==> src/hdl/vmsn_pkg.sv <==
// ----------------------------------------------------------------------------
// Max-or-sum vector normalizer package
// Shared widths, state codes and control structs of the normalizer.
// ----------------------------------------------------------------------------
`default_nettype none

package vmsn_pkg;

    localparam int MAX_PEAKS = 16;

    localparam int DATA_W  = 32;
    localparam int FRAC_W  = 17;
    localparam int IDX_W   = (MAX_PEAKS > 1) ? $clog2(MAX_PEAKS) : 1;
    localparam int CNT_W   = $clog2(MAX_PEAKS + 1);
    localparam int SUM_W   = DATA_W + $clog2(MAX_PEAKS);
    localparam int REM_W   = SUM_W + 1;
    localparam int DIV_STEPS = FRAC_W;
    localparam int STEP_W  = $clog2(DIV_STEPS + 1);

    localparam int ST_W = 3;
    localparam logic [ST_W-1:0] ST_LOAD  = 3'd0;
    localparam logic [ST_W-1:0] ST_CLOSE = 3'd1;
    localparam logic [ST_W-1:0] ST_READ  = 3'd2;
    localparam logic [ST_W-1:0] ST_START = 3'd3;
    localparam logic [ST_W-1:0] ST_DIV   = 3'd4;
    localparam logic [ST_W-1:0] ST_EMIT  = 3'd5;

    typedef struct packed {
        logic load;
        logic close;
        logic rd_issue;
        logic div_start;
        logic div_step;
        logic out_load;
    } vmsn_cmd_t;

    typedef struct packed {
        logic div_done;
        logic last_peak;
        logic out_free;
    } vmsn_stat_t;

endpackage

`default_nettype wire

==> src/hdl/vmsn_ctrl.sv <==
// ----------------------------------------------------------------------------
// Normalizer controller
// Sequences loading, group close, store reads, division and result hand-off.
// ----------------------------------------------------------------------------
`default_nettype none

module vmsn_ctrl
    import vmsn_pkg::*;
(
    input  wire logic       clk,
    input  wire logic       rst_n,
    input  wire logic       in_valid,
    input  wire logic       group_end,
    output logic            in_stall,
    input  wire vmsn_stat_t stat,
    output vmsn_cmd_t       cmd
);

    logic [ST_W-1:0] state_reg;
    logic [ST_W-1:0] state_next;

    always_ff @(posedge clk or negedge rst_n)
    begin
        if (!rst_n)
        begin
            state_reg <= ST_LOAD;
        end
        else
        begin
            state_reg <= state_next;
        end
    end

    always_comb
    begin
        state_next = state_reg;
        cmd        = '0;
        in_stall   = 1'b1;
        case (state_reg)
            ST_LOAD:
            begin
                in_stall = 1'b0;
                if (in_valid)
                begin
                    cmd.load = 1'b1;
                    if (group_end)
                    begin
                        state_next = ST_CLOSE;
                    end
                end
            end
            ST_CLOSE:
            begin
                cmd.close  = 1'b1;
                state_next = ST_READ;
            end
            ST_READ:
            begin
                cmd.rd_issue = 1'b1;
                state_next   = ST_START;
            end
            ST_START:
            begin
                cmd.div_start = 1'b1;
                state_next    = ST_DIV;
            end
            ST_DIV:
            begin
                if (stat.div_done)
                begin
                    state_next = ST_EMIT;
                end
                else
                begin
                    cmd.div_step = 1'b1;
                end
            end
            ST_EMIT:
            begin
                if (stat.out_free)
                begin
                    cmd.out_load = 1'b1;
                    state_next   = stat.last_peak ? ST_LOAD : ST_READ;
                end
            end
            default:
            begin
                state_next = ST_LOAD;
            end
        endcase
    end

endmodule

`default_nettype wire

==> src/hdl/vmsn_dp.sv <==
// ----------------------------------------------------------------------------
// Normalizer datapath
// Peak store, running maximum and sum, restoring divider and output register.
// ----------------------------------------------------------------------------
`default_nettype none

module vmsn_dp
    import vmsn_pkg::*;
(
    input  wire logic              clk,
    input  wire logic              rst_n,
    input  wire logic              cfg_we,
    input  wire logic              cfg_wdata,
    input  wire logic [DATA_W-1:0] intensity,
    input  wire vmsn_cmd_t         cmd,
    output vmsn_stat_t             stat,
    output logic                   out_valid,
    input  wire logic              out_stall,
    output logic [FRAC_W-1:0]      fraction,
    output logic                   last_out
);

    logic [DATA_W-1:0] store_mem [MAX_PEAKS];
    logic [DATA_W-1:0] rd_data_reg;

    logic              mode_reg;
    logic [CNT_W-1:0]  count_reg;
    logic [DATA_W-1:0] max_reg;
    logic [SUM_W-1:0]  sum_reg;

    logic [CNT_W-1:0]  emit_n_reg;
    logic [IDX_W-1:0]  rd_idx_reg;
    logic [SUM_W-1:0]  div_reg;
    logic              div_zero_reg;

    logic [REM_W-1:0]  rem_reg;
    logic [REM_W-1:0]  rem_next;
    logic [FRAC_W-1:0] quo_reg;
    logic [STEP_W-1:0] step_reg;

    logic              out_valid_reg;
    logic [FRAC_W-1:0] frac_reg;
    logic              last_reg;

    logic              not_full;
    logic              ge;
    logic [REM_W-1:0]  rem_sub;

    assign not_full = (count_reg < CNT_W'(MAX_PEAKS));
    assign ge       = (rem_reg >= {1'b0, div_reg});
    assign rem_sub  = ge ? (rem_reg - {1'b0, div_reg}) : rem_reg;
    assign rem_next = {rem_sub[REM_W-2:0], 1'b0};

    assign stat.div_done  = (step_reg == STEP_W'(DIV_STEPS));
    assign stat.last_peak = ((CNT_W'(rd_idx_reg) + CNT_W'(1)) == emit_n_reg);
    assign stat.out_free  = !out_valid_reg || !out_stall;

    assign out_valid = out_valid_reg;
    assign fraction  = frac_reg;
    assign last_out  = last_reg;

    always_ff @(posedge clk)
    begin
        if (cmd.load && not_full)
        begin
            store_mem[count_reg[IDX_W-1:0]] <= intensity;
        end
        if (cmd.rd_issue)
        begin
            rd_data_reg <= store_mem[rd_idx_reg];
        end
    end

    always_ff @(posedge clk or negedge rst_n)
    begin
        if (!rst_n)
        begin
            mode_reg   <= 1'b0;
            count_reg  <= '0;
            max_reg    <= '0;
            sum_reg    <= '0;
            emit_n_reg <= '0;
            rd_idx_reg <= '0;
            step_reg   <= '0;
        end
        else
        begin
            if (cfg_we)
            begin
                mode_reg <= cfg_wdata;
            end
            if (cmd.load && not_full)
            begin
                count_reg <= count_reg + CNT_W'(1);
                sum_reg   <= sum_reg + SUM_W'(intensity);
                if (intensity > max_reg)
                begin
                    max_reg <= intensity;
                end
            end
            if (cmd.close)
            begin
                emit_n_reg <= count_reg;
                rd_idx_reg <= '0;
                count_reg  <= '0;
                max_reg    <= '0;
                sum_reg    <= '0;
            end
            if (cmd.out_load)
            begin
                rd_idx_reg <= rd_idx_reg + IDX_W'(1);
            end
            if (cmd.div_start)
            begin
                step_reg <= '0;
            end
            else if (cmd.div_step)
            begin
                step_reg <= step_reg + STEP_W'(1);
            end
        end
    end

    always_ff @(posedge clk)
    begin
        if (cmd.close)
        begin
            div_reg      <= mode_reg ? sum_reg : SUM_W'(max_reg);
            div_zero_reg <= mode_reg ? (sum_reg == '0) : (max_reg == '0);
        end
        if (cmd.div_start)
        begin
            rem_reg <= REM_W'(rd_data_reg);
            quo_reg <= '0;
        end
        else if (cmd.div_step)
        begin
            rem_reg <= rem_next;
            quo_reg <= {quo_reg[FRAC_W-2:0], ge};
        end
        if (cmd.out_load)
        begin
            frac_reg <= div_zero_reg ? '0 : quo_reg;
            last_reg <= stat.last_peak;
        end
    end

    always_ff @(posedge clk or negedge rst_n)
    begin
        if (!rst_n)
        begin
            out_valid_reg <= 1'b0;
        end
        else if (cmd.out_load)
        begin
            out_valid_reg <= 1'b1;
        end
        else if (!out_stall)
        begin
            out_valid_reg <= 1'b0;
        end
    end

endmodule

`default_nettype wire

==> src/hdl/vector_max_or_sum_normalizer_unit.sv <==
// ----------------------------------------------------------------------------
// Max-or-sum vector normalizer
// Collects a group of peak intensities and emits each one divided by the group
// maximum or sum as an unsigned fraction with 16 fraction bits.
//
// Channel   Ports                                      Direction
// input     in_valid, in_stall, intensity, group_end   in (in_stall out)
// output    out_valid, out_stall, fraction, last_out   out (out_stall in)
// config    cfg_we, cfg_wdata                          in
//
// Items are taken whenever in_valid is high while a group is loading.
// After the closing item and a group close, each stored peak goes through one store
// read, a divider load, 17 restoring divider steps, a done check and the hand-off.
// Input stays stalled until the last peak of the group has been handed off.
// Reset clears control state and the mode register; the store needs no clearing.
// A stalled output holds its item; the block waits before loading the next one.
// ----------------------------------------------------------------------------
`default_nettype none

module vector_max_or_sum_normalizer_unit
    import vmsn_pkg::*;
(
    input  wire logic              clk,
    input  wire logic              rst_n,
    input  wire logic              cfg_we,
    input  wire logic              cfg_wdata,
    input  wire logic              in_valid,
    output logic                   in_stall,
    input  wire logic [DATA_W-1:0] intensity,
    input  wire logic              group_end,
    output logic                   out_valid,
    input  wire logic              out_stall,
    output logic [FRAC_W-1:0]      fraction,
    output logic                   last_out
);

    vmsn_cmd_t  cmd;
    vmsn_stat_t stat;

    vmsn_ctrl u_ctrl (
        .clk       (clk),
        .rst_n     (rst_n),
        .in_valid  (in_valid),
        .group_end (group_end),
        .in_stall  (in_stall),
        .stat      (stat),
        .cmd       (cmd)
    );

    vmsn_dp u_dp (
        .clk       (clk),
        .rst_n     (rst_n),
        .cfg_we    (cfg_we),
        .cfg_wdata (cfg_wdata),
        .intensity (intensity),
        .cmd       (cmd),
        .stat      (stat),
        .out_valid (out_valid),
        .out_stall (out_stall),
        .fraction  (fraction),
        .last_out  (last_out)
    );

endmodule

`default_nettype wire

==> config.mk <==
export PLATFORM = sky130hd
export DESIGN_NAME = vector_max_or_sum_normalizer_unit
export DESIGN_NICKNAME = d
export VERILOG_FILES = /design/src/hdl/vmsn_pkg.sv /design/src/hdl/vmsn_ctrl.sv /design/src/hdl/vmsn_dp.sv /design/src/hdl/vector_max_or_sum_normalizer_unit.sv
export SDC_FILE = /design/constraint.sdc
export NUM_CORES = 1
export LEC_CHECK = 0
export ABC_AREA = 1
export BUFFER_PORTS_ARGS = -buffer_cell sky130_fd_sc_hd__buf_2
export CORE_AREA = 2 2 297 299
export CTS_CLUSTER_DIAMETER = 100
export DETAILED_ROUTE_END_ITERATION = 8
export DIE_AREA = 0 0 299 301
export PLACE_DENSITY = 0.56
export SLEW_MARGIN = 15
export SYNTH_ARGS = -nofsm -noshare
export SYNTH_HDL_FRONTEND = slang
export SYNTH_SLANG_ARGS = --single-unit
==> constraint.sdc <==
create_clock -name clk -period 4.4 [get_ports clk]
set_clock_uncertainty 0.15 [all_clocks]
set_input_delay 0.88 -clock clk [delete_from_list [all_inputs] [get_ports clk]]
set_output_delay 0.88 -clock clk [all_outputs]
set_load 0.05 [all_outputs]
==> parameters.txt <==
Parameter                              Value

Logic synthesis
  Top post-synthesis cells by area ... edfxtp_1, nand2_1, dfrtp_1
  Most frequently used flop master after synthesis ... edfxtp_1
  Top post-synthesis cells by count ... nand2_1, edfxtp_1, nor2_1
  Share of the synthesized area in the top cell type ... 55.09%
  Share of synthesized area occupied by flip-flops and latches ... 63.06%
  Post-synthesis cell count ... 3295
  Most instantiated library cell after synthesis ... nand2_1
  Netlist area before placement ... 0.03440 mm²
  Number of distinct standard cells referenced by the synthesized netlist ... 54
  Flop and latch count out of synthesis ... 745
  Async SR Flop Fraction ... 12.35%
  Post-synth EDFFs ... 631
  Top cell type by total area after synthesis ... edfxtp_1
  Yosys synthesis warning count ... 0
  Synth Net Count ... 3443
  Post-synthesis average cell area ... 10.44 µm²

Cells and area
  Number of antenna diodes ... 0
  Layout cell share with drive strength beyond 1 ... 9.110%
  Finished Cell Area ... 0.03888 mm²
  Fill cells ... 8219
  Total area of multi-input combinational cells ... 0.01127 mm²
  Flip-flop count of the largest register, all copies and words added ... 512
  Sequential cell area ... 0.02170 mm²
  Number of nets in the final layout ... 3500
  Area added between synthesis and finish ... 13.04%

Route
  Number of antenna-violating nets in the routed design ... 0
  DR vias/cell ... 5.388
  Residual DRC count ... 0
  Iter 0 DRT Violations ... 2193
  Total via count after detailed routing ... 24617
  Post-detailed-route wirelength per cell ... 21.79 µm
  First drt pass iteration count ... 7
  Wirelength, routed ... 99.55 mm

Floorplanning
  Horizontal extent of the die ... 299 µm
  Number of cell rows ... 108
  Placeable Area ... 0.08648 mm²
  I/O pins ... 59
  Die footprint ... 0.09000 mm²
  Die Height ... 301 µm
  Starting density of the core ... 39.77%

Clock network
  H-tree Lvls ... 3
  Post-CTS Setup Bufs ... 0
  Num Clock Sinks ... 745
  Clock tree from TritonCTS ... yes
  Number of gates resized after CTS ... 0
  Clock slew at the register clock pins of the worst setup and hold paths ... 0.06 ns
  Worst skew pair latency ... 0.64 ns
  Post-CTS Hold Buffers ... 0
  Root Buffer Master ... clkbuf_16
  Max clock buf depth ... 3
  Clock buffer count from CTS ... 82

Worst setup path
  Required time of the worst setup path ... 4.61 ns
  Data arrival time at the worst-slack endpoint ... 3.37 ns
  Worst reg-to-reg path cell count ... 12
  Critical path capture point type ... register
  Critical-path maximum fanout ... 65
  Category of the critical setup timing path ... register to register
  Setup slack on the worst flop-to-flop path ... 1.24 ns
  Worst flop-to-flop path endpoint ... u_dp.rem_reg[21]$_DFFE_PP_
  Critical register-to-register path startpoint ... u_dp.rem_reg[14]$_DFFE_PP_
  Startpoint type of the worst setup path ... register

Power
  Peak supply drop ... 307.8 µV
  Power per unit of standard cell area ... 634.8 mW/mm²
  Leakage power total ... 14.90 nW

Placed design
  Post-detail-place hpwl ... 64.22 mm
  DP Area ... 0.03629 mm²
  Final weighted congestion in routability-driven placement ... 0.9321
  Count of input and output buffers ... 58

Hold path
  Hold Crit Class ... primary input to asynchronous set/reset pin

Global route
  Number of antenna violations at the first check in global routing ... 3
  First-pass GRT wire length ... 148.7 mm
  Total routing usage reported by global routing ... 21.98%
  Pin count of the biggest net entering global routing ... 121
  Congestion Overflow GR ... 0
  Vias in the first global route ... 23623

Run
  Number of max-cap violations ... 0

Timing
  Fin crit period ... 3.163 ns
  Transition time at the pin with the least slew margin ... 1.026 ns
  Number of failing setup endpoints in the final timing report ... 0
  Final hold violations ... 0
  Worst max-slew margin expressed relative to the limit ... 31.61%
  Tcrit/Tclk final ... 71.88%
  Pins Over Slew Limit ... 0
  Setup repair after global routing missed its margin ... false
  Final TNS setup ... 0 ns
  Maximum clock frequency ... 316.2 MHz

Run status
  Result of the run ... finished clean
==> final cells by class <==
type                    count  area share (%)
clock inverters            40           1.027
repair buffers            115           2.368
flip-flops and latches    745           55.81
clock buffers             106           5.641
multi-input cells        2157           28.99
well taps                1155           3.717
inverters                 251           2.446
==> cells in the final DEF (no fill, tap or decap), drive strengths merged, types with 2 or more instances in the layout <==
cell type | netlist | final
a21boi | 3 | 3
a21o | 9 | 9
a21oi | 197 | 197
a221oi | 39 | 39
a31oi | 5 | 5
buf | 39 | 115
bufinv | 0 | 4
clkbuf | 103 | 106
clkinv | 0 | 33
clkinvlp | 0 | 2
dfrtp | 92 | 92
dfxtp | 22 | 22
edfxtp | 631 | 631
fa | 2 | 2
ha | 107 | 107
inv | 251 | 252
nand2 | 749 | 749
nand3 | 163 | 163
nand3b | 7 | 7
nand4 | 51 | 51
nor2 | 310 | 310
nor3 | 22 | 22
nor3b | 2 | 2
nor4 | 13 | 13
o2111ai | 2 | 2
o211ai | 2 | 2
o21a | 7 | 7
o21ai | 319 | 319
o21bai | 10 | 10
o221ai | 24 | 24
o22ai | 60 | 60
o31ai | 3 | 3
or2 | 15 | 15
xnor2 | 20 | 20
xor2 | 11 | 11
==> worst max-delay path: stages (launching register included) <==
cell and delay, ns:
edfxtp_1 0.41, ha_1 0.38, nand2_1 0.11, nor2_1 0.15, inv_1 0.10, nor2_2 0.17
nand4_1 0.11, nor2_1 0.14, nor2_1 0.12, nand2_4 0.57, nand3_1 0.25, nand3_1 0.15
nand2_1 0.07
==> metal layers <==
| layer | up-vias | part of all wire [%] | track usage, % |
|---|---|---|---|
| li1 | 11696 | - | - |
| met1 | 11996 | 44 | 30.01 |
| met2 | 767 | 47 | 36.47 |
| met3 | 156 | 5.8 | 3.095 |
| met4 | 2 | 2.7 | 6.667 |
| met5 | - | 0.013 | 0 |
==> power breakdown <==
part / internal, mW / switching, mW / leakage (nW) / total (mW)
registers: 8.86 / 0.601 / 7.12 / 9.46
logic: 2.64 / 5.95 / 6.52 / 8.59
clock network: 3.78 / 2.84 / 1.26 / 6.62
==> worst max path at each step <==
stage               slack [ns]                       start                             end  cells after the start
finish                    1.24  u_dp.rem_reg[14]$_DFFE_PP_      u_dp.rem_reg[21]$_DFFE_PP_                     12
global route              0.96  u_dp.rem_reg[25]$_DFFE_PP_      u_dp.rem_reg[24]$_DFFE_PP_                     12
CTS                       1.24  u_dp.rem_reg[28]$_DFFE_PP_      u_dp.rem_reg[24]$_DFFE_PP_                     12
detailed placement        0.83                intensity[9]    u_dp.max_reg[15]$_DFFE_PN0P_                     14
global placement          0.86                intensity[9]     u_dp.max_reg[3]$_DFFE_PN0P_                     14
floorplan                 0.79                    in_valid  u_dp.store_mem[0][0]$_DFFE_PP_                      5
==> cells by family after synthesis <==
| logic type | share of synthesized area [%] |
|---|---|
| flip-flops | 63.06 |
| AND/OR/NAND/NOR | 16.20 |
| adder cells (fa/ha/maj) | 4.009 |
| AO/OA/AOI/OAI | 11.33 |
| buffers and inverters | 4.609 |
| XOR/XNOR | 0.7893 |
==> per-stage QoR <==
step	instances	total power [mW]	hold slack, ns	worst slack (ns)	utilization [%]
final	4569	24.68	0.1666	1.237	44.96
after detailed placement	4423	18.13	0.3238	0.8281	41.96
after CTS	4569	24.75	0.1812	1.239	44.96
after floorplan	3295	15.61	0.2998	0.7903	-
after global placement	4423	18.10	0.3196	0.8578	41.96
after global routing	4569	26.22	0.2120	0.9574	44.96
Note: power is estimated with default switching activity, not from simulation.
